### src/sv/accel_dead_reckoning_zero_velocity_macros.svh
// assertion macros for the dead reckoning block
// no dependencies; included by the top level only
`ifndef ACCEL_DEAD_RECKONING_ZERO_VELOCITY_MACROS_SVH
`define ACCEL_DEAD_RECKONING_ZERO_VELOCITY_MACROS_SVH

// same-cycle implication
`define DRZV_ASSERT_NOW(label, clk, rst, ante, cons, msg) \
   label: assert property (@(posedge clk) disable iff (rst) (ante) |-> (cons)) \
      else $error(msg);

// next-cycle implication
`define DRZV_ASSERT_NEXT(label, clk, rst, ante, cons, msg) \
   label: assert property (@(posedge clk) disable iff (rst) (ante) |=> (cons)) \
      else $error(msg);

`endif

### src/sv/drzv_pkg.sv
// shared types and constants for the dead reckoning block
// no dependencies; imported by every module of the block
package drzv_pkg;

   localparam int ACCEL_W  = 16;
   localparam int THR_W    = 16;
   localparam int CNT_W    = 8;
   localparam int VEL_W    = 40;
   localparam int POS_W    = 56;
   localparam int CSR_AW   = 5;
   localparam int CSR_DW   = 32;
   localparam int NUM_AXES = 3;

   localparam logic [THR_W-1:0] THR_RESET = THR_W'(410);
   localparam logic [CNT_W-1:0] CNT_RESET = CNT_W'(5);
   localparam logic [CNT_W-1:0] RUN_MAX   = {CNT_W{1'b1}};

   typedef enum logic [2:0] {
      REG_BIAS_X          = 3'd0,
      REG_BIAS_Y          = 3'd1,
      REG_BIAS_Z          = 3'd2,
      REG_STILL_THRESHOLD = 3'd3,
      REG_STILL_COUNT     = 3'd4
   } csr_index_type;

   typedef struct packed {
      logic signed [ACCEL_W-1:0] accel_x;
      logic signed [ACCEL_W-1:0] accel_y;
      logic signed [ACCEL_W-1:0] accel_z;
   } req_payload_type;

   typedef struct packed {
      logic signed [VEL_W-1:0] vel_x;
      logic signed [VEL_W-1:0] vel_y;
      logic signed [VEL_W-1:0] vel_z;
      logic signed [POS_W-1:0] pos_x;
      logic signed [POS_W-1:0] pos_y;
      logic signed [POS_W-1:0] pos_z;
      logic [NUM_AXES-1:0]     still_flags;
   } rsp_payload_type;

   typedef struct packed {
      logic signed [ACCEL_W-1:0] bias_x;
      logic signed [ACCEL_W-1:0] bias_y;
      logic signed [ACCEL_W-1:0] bias_z;
      logic [THR_W-1:0]          still_threshold;
      logic [CNT_W-1:0]          still_count;
   } cfg_type;

   typedef struct packed {
      logic s1_load;
      logic s2_load;
      logic s3_load;
      logic s2_valid;
   } pipe_ctrl_type;

endpackage

### src/sv/drzv_lane.sv
// one axis lane: bias subtract and window check, velocity and run update,
// saturating position update; three stages. depends on drzv_pkg
module drzv_lane import drzv_pkg::*; (
   input  logic                      clock,
   input  logic                      reset,
   input  pipe_ctrl_type             ctrl,
   input  logic signed [ACCEL_W-1:0] accel,
   input  logic signed [ACCEL_W-1:0] bias,
   input  logic [THR_W-1:0]          thr,
   input  logic [CNT_W-1:0]          cnt,
   output logic signed [VEL_W-1:0]   vel,
   output logic signed [POS_W-1:0]   pos,
   output logic                      flag
);

   localparam int DIFF_W = ACCEL_W + 1;
   localparam int SUM_W  = ((VEL_W > POS_W) ? VEL_W : POS_W) + 1;

   // stage 1
   logic signed [DIFF_W-1:0] diff_in, diff_ff;
   logic signed [DIFF_W:0]   diff_ext, thr_ext;
   logic                     win_in, win_ff;

   // stage 2
   logic signed [VEL_W:0]    vsum_wide;
   logic signed [VEL_W-1:0]  vsum;
   logic signed [VEL_W-1:0]  vel_in, vel_ff, vout_ff, vsum_ff;
   logic [CNT_W-1:0]         run_in, run_ff;
   logic                     clear;
   logic                     flag2_ff;

   // stage 3
   logic signed [SUM_W-1:0]  psum, hi_lim, lo_lim;
   logic signed [POS_W-1:0]  pos_in, pos_ff;
   logic signed [VEL_W-1:0]  velo_ff;
   logic                     flago_ff;

   always_comb begin
      diff_in  = {accel[ACCEL_W-1], accel} - {bias[ACCEL_W-1], bias};
      diff_ext = {diff_in[DIFF_W-1], diff_in};
      thr_ext  = {{(DIFF_W+1-THR_W){1'b0}}, thr};
      // open window: -thr < accel - bias < thr
      win_in   = (diff_ext < thr_ext) && (diff_ext > -thr_ext);
   end

   always_ff @(posedge clock) begin
      if (ctrl.s1_load) begin
         diff_ff <= diff_in;
         win_ff  <= win_in;
      end
   end

   always_comb begin
      vsum_wide = {vel_ff[VEL_W-1], vel_ff}
                + {{(VEL_W+1-DIFF_W){diff_ff[DIFF_W-1]}}, diff_ff};
      if (vsum_wide[VEL_W] != vsum_wide[VEL_W-1]) begin
         vsum = vsum_wide[VEL_W] ? {1'b1, {(VEL_W-1){1'b0}}} : {1'b0, {(VEL_W-1){1'b1}}};
      end else begin
         vsum = vsum_wide[VEL_W-1:0];
      end
      if (win_ff) begin
         run_in = (run_ff == RUN_MAX) ? run_ff : run_ff + 1'b1;
      end else begin
         run_in = '0;
      end
      clear  = (run_in >= cnt);
      vel_in = clear ? '0 : vsum;
   end

   always_ff @(posedge clock) begin
      if (reset) begin
         vel_ff <= '0;
         run_ff <= '0;
      end else if (ctrl.s2_load) begin
         vel_ff <= vel_in;
         run_ff <= run_in;
      end
   end

   always_ff @(posedge clock) begin
      if (ctrl.s2_load) begin
         vout_ff  <= vel_in;
         vsum_ff  <= vsum;
         flag2_ff <= clear;
      end
   end

   // position takes the velocity before the zero-velocity clear
   always_comb begin
      psum   = {{(SUM_W-POS_W){pos_ff[POS_W-1]}}, pos_ff}
             + {{(SUM_W-VEL_W){vsum_ff[VEL_W-1]}}, vsum_ff};
      hi_lim = {{(SUM_W-POS_W+1){1'b0}}, {(POS_W-1){1'b1}}};
      lo_lim = ~hi_lim;
      if (psum > hi_lim) begin
         pos_in = hi_lim[POS_W-1:0];
      end else if (psum < lo_lim) begin
         pos_in = lo_lim[POS_W-1:0];
      end else begin
         pos_in = psum[POS_W-1:0];
      end
   end

   always_ff @(posedge clock) begin
      if (reset) begin
         pos_ff <= '0;
      end else if (ctrl.s3_load) begin
         pos_ff <= pos_in;
      end
   end

   always_ff @(posedge clock) begin
      if (ctrl.s3_load) begin
         velo_ff  <= vout_ff;
         flago_ff <= flag2_ff;
      end
   end

   assign vel  = velo_ff;
   assign pos  = pos_ff;
   assign flag = flago_ff;

endmodule

### src/sv/drzv_ctrl.sv
// pipeline valid tracking and per-stage load enables for the lanes
// depends on drzv_pkg
module drzv_ctrl import drzv_pkg::*; (
   input  logic          clock,
   input  logic          reset,
   input  logic          req_valid,
   output logic          req_ready,
   output logic          rsp_valid,
   input  logic          rsp_ready,
   output pipe_ctrl_type ctrl
);

   logic v1_ff, v2_ff, v3_ff;
   logic v1_in, v2_in, v3_in;
   logic rdy1, rdy2, rdy3;

   // a stage moves when it is empty or the stage after it moves
   always_comb begin
      rdy3  = !v3_ff || rsp_ready;
      rdy2  = !v2_ff || rdy3;
      rdy1  = !v1_ff || rdy2;
      v1_in = rdy1 ? req_valid : v1_ff;
      v2_in = rdy2 ? v1_ff : v2_ff;
      v3_in = rdy3 ? v2_ff : v3_ff;
   end

   always_ff @(posedge clock) begin
      if (reset) begin
         v1_ff <= 1'b0;
         v2_ff <= 1'b0;
         v3_ff <= 1'b0;
      end else begin
         v1_ff <= v1_in;
         v2_ff <= v2_in;
         v3_ff <= v3_in;
      end
   end

   assign req_ready     = rdy1;
   assign rsp_valid     = v3_ff;
   assign ctrl.s1_load  = req_valid && rdy1;
   assign ctrl.s2_load  = v1_ff && rdy2;
   assign ctrl.s3_load  = v2_ff && rdy3;
   assign ctrl.s2_valid = v2_ff;

endmodule

### src/sv/drzv_csr.sv
// configuration registers behind the apb-style port
// depends on drzv_pkg
module drzv_csr import drzv_pkg::*; (
   input  logic              clock,
   input  logic              reset,
   input  logic              csr_psel,
   input  logic              csr_penable,
   input  logic              csr_pwrite,
   input  logic [CSR_AW-1:0] csr_paddr,
   input  logic [CSR_DW-1:0] csr_pwdata,
   output logic [CSR_DW-1:0] csr_prdata,
   output logic              csr_pready,
   output cfg_type           cfg
);

   cfg_type       cfg_in, cfg_ff;
   csr_index_type idx;
   logic          wr_en;

   assign idx   = csr_index_type'(csr_paddr[CSR_AW-1:2]);
   assign wr_en = csr_psel && csr_penable && csr_pwrite && csr_pready;

   always_comb begin
      cfg_in = cfg_ff;
      if (wr_en) begin
         case (idx)
            REG_BIAS_X:          cfg_in.bias_x          = csr_pwdata[ACCEL_W-1:0];
            REG_BIAS_Y:          cfg_in.bias_y          = csr_pwdata[ACCEL_W-1:0];
            REG_BIAS_Z:          cfg_in.bias_z          = csr_pwdata[ACCEL_W-1:0];
            REG_STILL_THRESHOLD: cfg_in.still_threshold = csr_pwdata[THR_W-1:0];
            REG_STILL_COUNT:     cfg_in.still_count     = csr_pwdata[CNT_W-1:0];
            default:             cfg_in = cfg_ff;
         endcase
      end
   end

   always_ff @(posedge clock) begin
      if (reset) begin
         cfg_ff.bias_x          <= '0;
         cfg_ff.bias_y          <= '0;
         cfg_ff.bias_z          <= '0;
         cfg_ff.still_threshold <= THR_RESET;
         cfg_ff.still_count     <= CNT_RESET;
      end else begin
         cfg_ff <= cfg_in;
      end
   end

   always_comb begin
      case (idx)
         REG_BIAS_X:          csr_prdata = {{(CSR_DW-ACCEL_W){cfg_ff.bias_x[ACCEL_W-1]}},
                                            cfg_ff.bias_x};
         REG_BIAS_Y:          csr_prdata = {{(CSR_DW-ACCEL_W){cfg_ff.bias_y[ACCEL_W-1]}},
                                            cfg_ff.bias_y};
         REG_BIAS_Z:          csr_prdata = {{(CSR_DW-ACCEL_W){cfg_ff.bias_z[ACCEL_W-1]}},
                                            cfg_ff.bias_z};
         REG_STILL_THRESHOLD: csr_prdata = {{(CSR_DW-THR_W){1'b0}}, cfg_ff.still_threshold};
         REG_STILL_COUNT:     csr_prdata = {{(CSR_DW-CNT_W){1'b0}}, cfg_ff.still_count};
         default:             csr_prdata = '0;
      endcase
   end

   assign csr_pready = 1'b1;
   assign cfg        = cfg_ff;

endmodule

### src/sv/accel_dead_reckoning_zero_velocity.sv
// top level: three axis lanes, pipeline control, config registers, result merge
// depends on drzv_pkg, drzv_lane, drzv_ctrl, drzv_csr and the macros header
//
//   port group   dir   handshake              carries
//   req_         in    req_valid/req_ready    one accel sample, three axes
//   rsp_         out   rsp_valid/rsp_ready    velocities, positions, still flags
//   csr_         in    apb psel/penable       bias, threshold, still count
//
// one item per cycle sustained while rsp_ready stays high; an accepted sample passes
// through the lane stages (bias/window, velocity and run counter, position).
// synchronous reset clears accumulators and run counters and loads register
// defaults; no clearing pass. a stalled result holds the last stage; earlier
// stages keep filling and req_ready drops only once all three are full.
`include "accel_dead_reckoning_zero_velocity_macros.svh"

module accel_dead_reckoning_zero_velocity import drzv_pkg::*; (
   input  logic              clock,
   input  logic              reset,
   input  logic              req_valid,
   output logic              req_ready,
   input  req_payload_type   req_payload,
   output logic              rsp_valid,
   input  logic              rsp_ready,
   output rsp_payload_type   rsp_payload,
   input  logic              csr_psel,
   input  logic              csr_penable,
   input  logic              csr_pwrite,
   input  logic [CSR_AW-1:0] csr_paddr,
   input  logic [CSR_DW-1:0] csr_pwdata,
   output logic [CSR_DW-1:0] csr_prdata,
   output logic              csr_pready
);

   cfg_type                 cfg;
   pipe_ctrl_type           ctrl;
   logic signed [VEL_W-1:0] vel_x, vel_y, vel_z;
   logic signed [POS_W-1:0] pos_x, pos_y, pos_z;
   logic                    flag_x, flag_y, flag_z;

   drzv_csr u_csr (
      .clock       (clock),
      .reset       (reset),
      .csr_psel    (csr_psel),
      .csr_penable (csr_penable),
      .csr_pwrite  (csr_pwrite),
      .csr_paddr   (csr_paddr),
      .csr_pwdata  (csr_pwdata),
      .csr_prdata  (csr_prdata),
      .csr_pready  (csr_pready),
      .cfg         (cfg)
   );

   drzv_ctrl u_ctrl (
      .clock     (clock),
      .reset     (reset),
      .req_valid (req_valid),
      .req_ready (req_ready),
      .rsp_valid (rsp_valid),
      .rsp_ready (rsp_ready),
      .ctrl      (ctrl)
   );

   drzv_lane u_lane_x (
      .clock (clock),
      .reset (reset),
      .ctrl  (ctrl),
      .accel (req_payload.accel_x),
      .bias  (cfg.bias_x),
      .thr   (cfg.still_threshold),
      .cnt   (cfg.still_count),
      .vel   (vel_x),
      .pos   (pos_x),
      .flag  (flag_x)
   );

   drzv_lane u_lane_y (
      .clock (clock),
      .reset (reset),
      .ctrl  (ctrl),
      .accel (req_payload.accel_y),
      .bias  (cfg.bias_y),
      .thr   (cfg.still_threshold),
      .cnt   (cfg.still_count),
      .vel   (vel_y),
      .pos   (pos_y),
      .flag  (flag_y)
   );

   drzv_lane u_lane_z (
      .clock (clock),
      .reset (reset),
      .ctrl  (ctrl),
      .accel (req_payload.accel_z),
      .bias  (cfg.bias_z),
      .thr   (cfg.still_threshold),
      .cnt   (cfg.still_count),
      .vel   (vel_z),
      .pos   (pos_z),
      .flag  (flag_z)
   );

   // merge lane results into one item
   always_comb begin
      rsp_payload.vel_x       = vel_x;
      rsp_payload.vel_y       = vel_y;
      rsp_payload.vel_z       = vel_z;
      rsp_payload.pos_x       = pos_x;
      rsp_payload.pos_y       = pos_y;
      rsp_payload.pos_z       = pos_z;
      rsp_payload.still_flags = {flag_z, flag_y, flag_x};
   end

   `DRZV_ASSERT_NOW(a_flag_x_zero_vel, clock, reset, rsp_valid && rsp_payload.still_flags[0], rsp_payload.vel_x == '0, "x flagged but velocity not cleared")
   `DRZV_ASSERT_NOW(a_flag_z_zero_vel, clock, reset, rsp_valid && rsp_payload.still_flags[2], rsp_payload.vel_z == '0, "z flagged but velocity not cleared")
   `DRZV_ASSERT_NOW(a_ready_when_drained, clock, reset, !rsp_valid, req_ready, "input stalled with empty output stage")
   `DRZV_ASSERT_NEXT(a_output_drains, clock, reset, rsp_valid && rsp_ready && !ctrl.s2_valid, !rsp_valid, "result appeared from empty stage")

endmodule
### config.mk
export PLATFORM = sky130hd
export DESIGN_NAME = accel_dead_reckoning_zero_velocity
export DESIGN_NICKNAME = d
export VERILOG_FILES = /design/src/sv/drzv_pkg.sv /design/src/sv/drzv_lane.sv /design/src/sv/drzv_ctrl.sv /design/src/sv/drzv_csr.sv /design/src/sv/accel_dead_reckoning_zero_velocity.sv
export VERILOG_INCLUDE_DIRS = /design/src /design/src/sv
export SDC_FILE = /design/constraint.sdc
export NUM_CORES = 2
export LEC_CHECK = 0
export BUFFER_PORTS_ARGS = -buffer_cell sky130_fd_sc_hd__buf_2
export CAP_MARGIN = 20
export CELL_PAD_IN_SITES_DETAIL_PLACEMENT = 2
export CELL_PAD_IN_SITES_GLOBAL_PLACEMENT = 2
export CORE_UTILIZATION = 38
export DETAILED_ROUTE_END_ITERATION = 6
export GPL_ROUTABILITY_DRIVEN = 1
export PLACE_DENSITY_LB_ADDON = 0.1
export SYNTH_ARGS = -nofsm -noshare
export SYNTH_HDL_FRONTEND = slang
export SYNTH_SLANG_ARGS = --single-unit
### constraint.sdc
create_clock -name clock -period 12.1 [get_ports clock]
set_input_delay 2.42 -clock clock [delete_from_list [all_inputs] [get_ports clock]]
set_output_delay 2.42 -clock clock [all_outputs]
set_load 0.01 [all_outputs]
==> flow_summary.ini <==
[status]
status = completed

[worst_setup_path]
crit_slowest_cell = nor2b_1
arrival_ns = 4.49
worst_path_most_repeated_cell = buf_2
ff2ff_setup_slack_ns = 5.86
crit_path_start_kind = input pin
worst_ep_required_time_ns = 9.68
reg2regPathDepth = 18
r2r_end = u_lane_y.vout_ff[12]
crit_family = buffers and inverters
crit_start = csr_paddr[2]
timing.rr.start = u_lane_y.diff_ff[1]
critical_path_class = in -> out
cp_slowest_stage_delay_ns = 0.70
worstPathCellList = buf_2 -> mux2i_1 -> o21ai_0 -> nor2b_1 -> a31o_2 -> buf_2
endpoint_kind = output port
worst-path-max-fanout = 34
path_buf_inv = 2

[synthesis]
syn_area_um2 = 51000
synth_seq_cells = 807
ys_seq_area_share_pct = 39.9
synth_edf_count = 420
synth_ff_type = edfxtp_1
syn_nets = 6195
synth.avg_cell_area_um2 = 9.06
ys_types = 110
yosysWarnings = 0
synthArstFlopShare_pct = 0
synthCells = 5625

[drt]
vias_per_cell = 5.75
drtIter0Drc = 2295
dr.pass1.iters = 7
wirelength_um = 188000
avgRoutedWirePerCell_um = 24.3
dr_total_vias = 44500
drtAntennaViolNets = 0
route.detailed.drc = 0

[floorplanning]
start_util_pct = 38.2
num_rows = 134
die_h_um = 368
core_area_um2 = 133000
ios = 418
die-area_um2 = 136000
fp.dieW_um = 368

[hold_path]
hold_end = u_lane_y.vel[4]
hold_path_depth = 0
worstHoldStart = u_lane_y.vout_ff[4]
hold_class = reg -> reg

[timing]
slew_viol_final = 0
fin_tns_setup_ns = 0
rsz0062_at_grt = no
setup_viol = 0
period_share_pct = 57.1
finalHoldViolations = 0
finalCriticalPeriod_ns = 6.91
max_freq_mhz = 145
holdWs_ns = 0.417
tightest_slew_ns = 1.14
slew_headroom_pct = 23.3
fin_skew_ns = 0.0268

[finish]
nFillCells = 14600
num-nets-final = 6446
syn_to_final_growth_pct = 13.7
final_common_cell = a21oi_1
layout_common_cells = a21oi_1, nand2_1, nor2_1, ha_1, edfxtp_1
drive_gt1_share_pct = 12.5
fin_util_pct = 43.5

[power_and_ir_drop]
peakVddDrop_v = 0.000115
p_leak_nw = 24.0
p_per_area_nw_per_um2 = 182
p_total_mw = 10.6

[global_route]
grt_start_max_net_pins = 155
antenna_found_initial = 2
overflow = 0
grt_pass1_vias = 47700
grt_use_total_pct = 27.1
grt_pass1_wl_um = 288000

[run]
max_cap_violations = 0

[clock_network]
cts_buffers = 99
cts_resized = 0
clk_pin_slew_ns = 0.06
cts_buffer_depth = 3
insertion_delay_ns = 0.72
clock-sinks = 807
cts_tree = done
ctsHoldBuffers = 0
post_cts_buffers = 0
h-tree-depth = 3
root_buffer = clkbuf_16

[place]
portBuffers = 398
gp_congestion = 0.884
place_hpwl_um = 140000
[worst register-to-register path, cell delays in order, from the launching register on]
cell	delay (ns)
edfxtp_1	0.41
ha_1	0.31
a21o_1	0.11
a21oi_1	0.11
or4b_1	0.53
nand3_1	0.17
nor3_2	0.08
o41ai_4	0.45
nand4_2	0.26
o221ai_2	0.43
a41oi_1	0.33
a21oi_1	0.27
xor2_1	0.22
ha_1	0.29
clkinv_1	0.08
or2_1	0.53
buf_4	0.48
a21boi_1	0.72
nor2_1	0.17
[logic make-up after synthesis]
logic type	count (synthesis)	synth area share, %
buffers and inverters	557	4.45
AND/OR/NAND/NOR	1542	13.8
adder cells (fa/ha/maj)	491	12.1
XOR/XNOR	316	5.47
other	1	0.00736
multiplexers	22	0.609
AO/OA/AOI/OAI	1889	23.6
flip-flops	807	39.9
[sequential cells by signal, summed over array words and instances (netlist names), 17 cells and up]
name	flops
u_lane_y.pos	56
u_lane_z.vsum_ff	40
u_lane_y.diff_ff	17
u_lane_x.vsum_ff	40
u_lane_x.vel_ff	40
u_lane_z.pos	56
u_lane_x.vel	40
u_lane_y.vsum_ff	40
u_lane_x.pos	56
u_lane_y.vout_ff	40
u_lane_x.vout_ff	40
u_lane_y.vel_ff	40
u_lane_z.vel	40
u_lane_x.diff_ff	17
u_lane_z.vel_ff	40
u_lane_z.vout_ff	40
u_csr.cfg	72
u_lane_z.diff_ff	17
u_lane_y.vel	40
[cell type report]
| cell class | count | area, um2 | area share (%) |
|---|---|---|---|
| diodes | 2 | 5.00 | 0.00863 |
| clock buffers | 114 | 2630 | 4.53 |
| clock inverters | 72 | 877 | 1.51 |
| inverters | 264 | 1010 | 1.74 |
| multi-input cells | 4261 | 28500 | 49.1 |
| flip-flops and latches | 807 | 20400 | 35.1 |
| well taps | 1768 | 2210 | 3.82 |
| repair buffers | 443 | 2400 | 4.15 |
[Yosys cell counts (41+ instances only)]
| master | number | share of area (%) |
|---|---|---|
| o211ai_1 | 41 | 0.60 |
| a21oi_1 | 598 | 5.9 |
| buf_2 | 42 | 0.41 |
| nor3_1 | 72 | 0.71 |
| a211oi_1 | 195 | 2.9 |
| nand2b_1 | 59 | 0.72 |
| nand3_1 | 86 | 0.84 |
| nand4_1 | 65 | 0.80 |
| nor2_1 | 490 | 3.6 |
| xor2_1 | 104 | 1.8 |
| clkbuf_1 | 212 | 1.6 |
| o21bai_1 | 45 | 0.66 |
| o21ai_1 | 47 | 0.46 |
| o21a_1 | 67 | 0.99 |
| a21o_1 | 154 | 2.3 |
| xnor2_1 | 209 | 3.6 |
| edfxtp_1 | 420 | 25 |
| nand2_1 | 525 | 3.9 |
| o21ai_0 | 406 | 4.0 |
| dfxtp_1 | 387 | 15 |
| ha_1 | 469 | 12 |
| inv_1 | 261 | 1.9 |
| nor2b_1 | 90 | 1.1 |
[where the power goes]
group	switching [mW]	internal, mW
Clock	1.33	1.91
Sequential	0.243	3.43
Combinational	2.43	1.21
Total	4.00	6.56
[routing by layer]
metal / wire (um) / GRT usage (%) / vias to the layer above
met5: 20 / 0 / -
met4: 6530 / 9.08 / 2
met3: 5120 / 2.70 / 284
met2: 91800 / 47.0 / 747
met1: 84500 / 35.0 / 22500
li1: - / - / 21000
[through the flow]
stage               cell area, um2  worst slack [ns]  cells
finish                       58000              5.19   7731
detailed placement           54400              4.66   7540
CTS                          57900              5.17   7726
floorplan                    51000              1.71   5625
global route                 58000              4.92   7729
global placement             54400              4.85   7537
[how the worst max path moves through the flow]
stage | end | depth (start not counted) | slack [ns]
floorplan | u_lane_x.flag2_ff | 6 | 1.71
global placement | u_lane_y.win_ff | 22 | 4.85
detailed placement | u_lane_y.win_ff | 22 | 4.66
CTS | csr_prdata[15] | 6 | 5.17
global route | csr_prdata[15] | 6 | 4.92
finish | csr_prdata[15] | 6 | 5.19
Note: power is estimated with default switching activity, not from simulation.
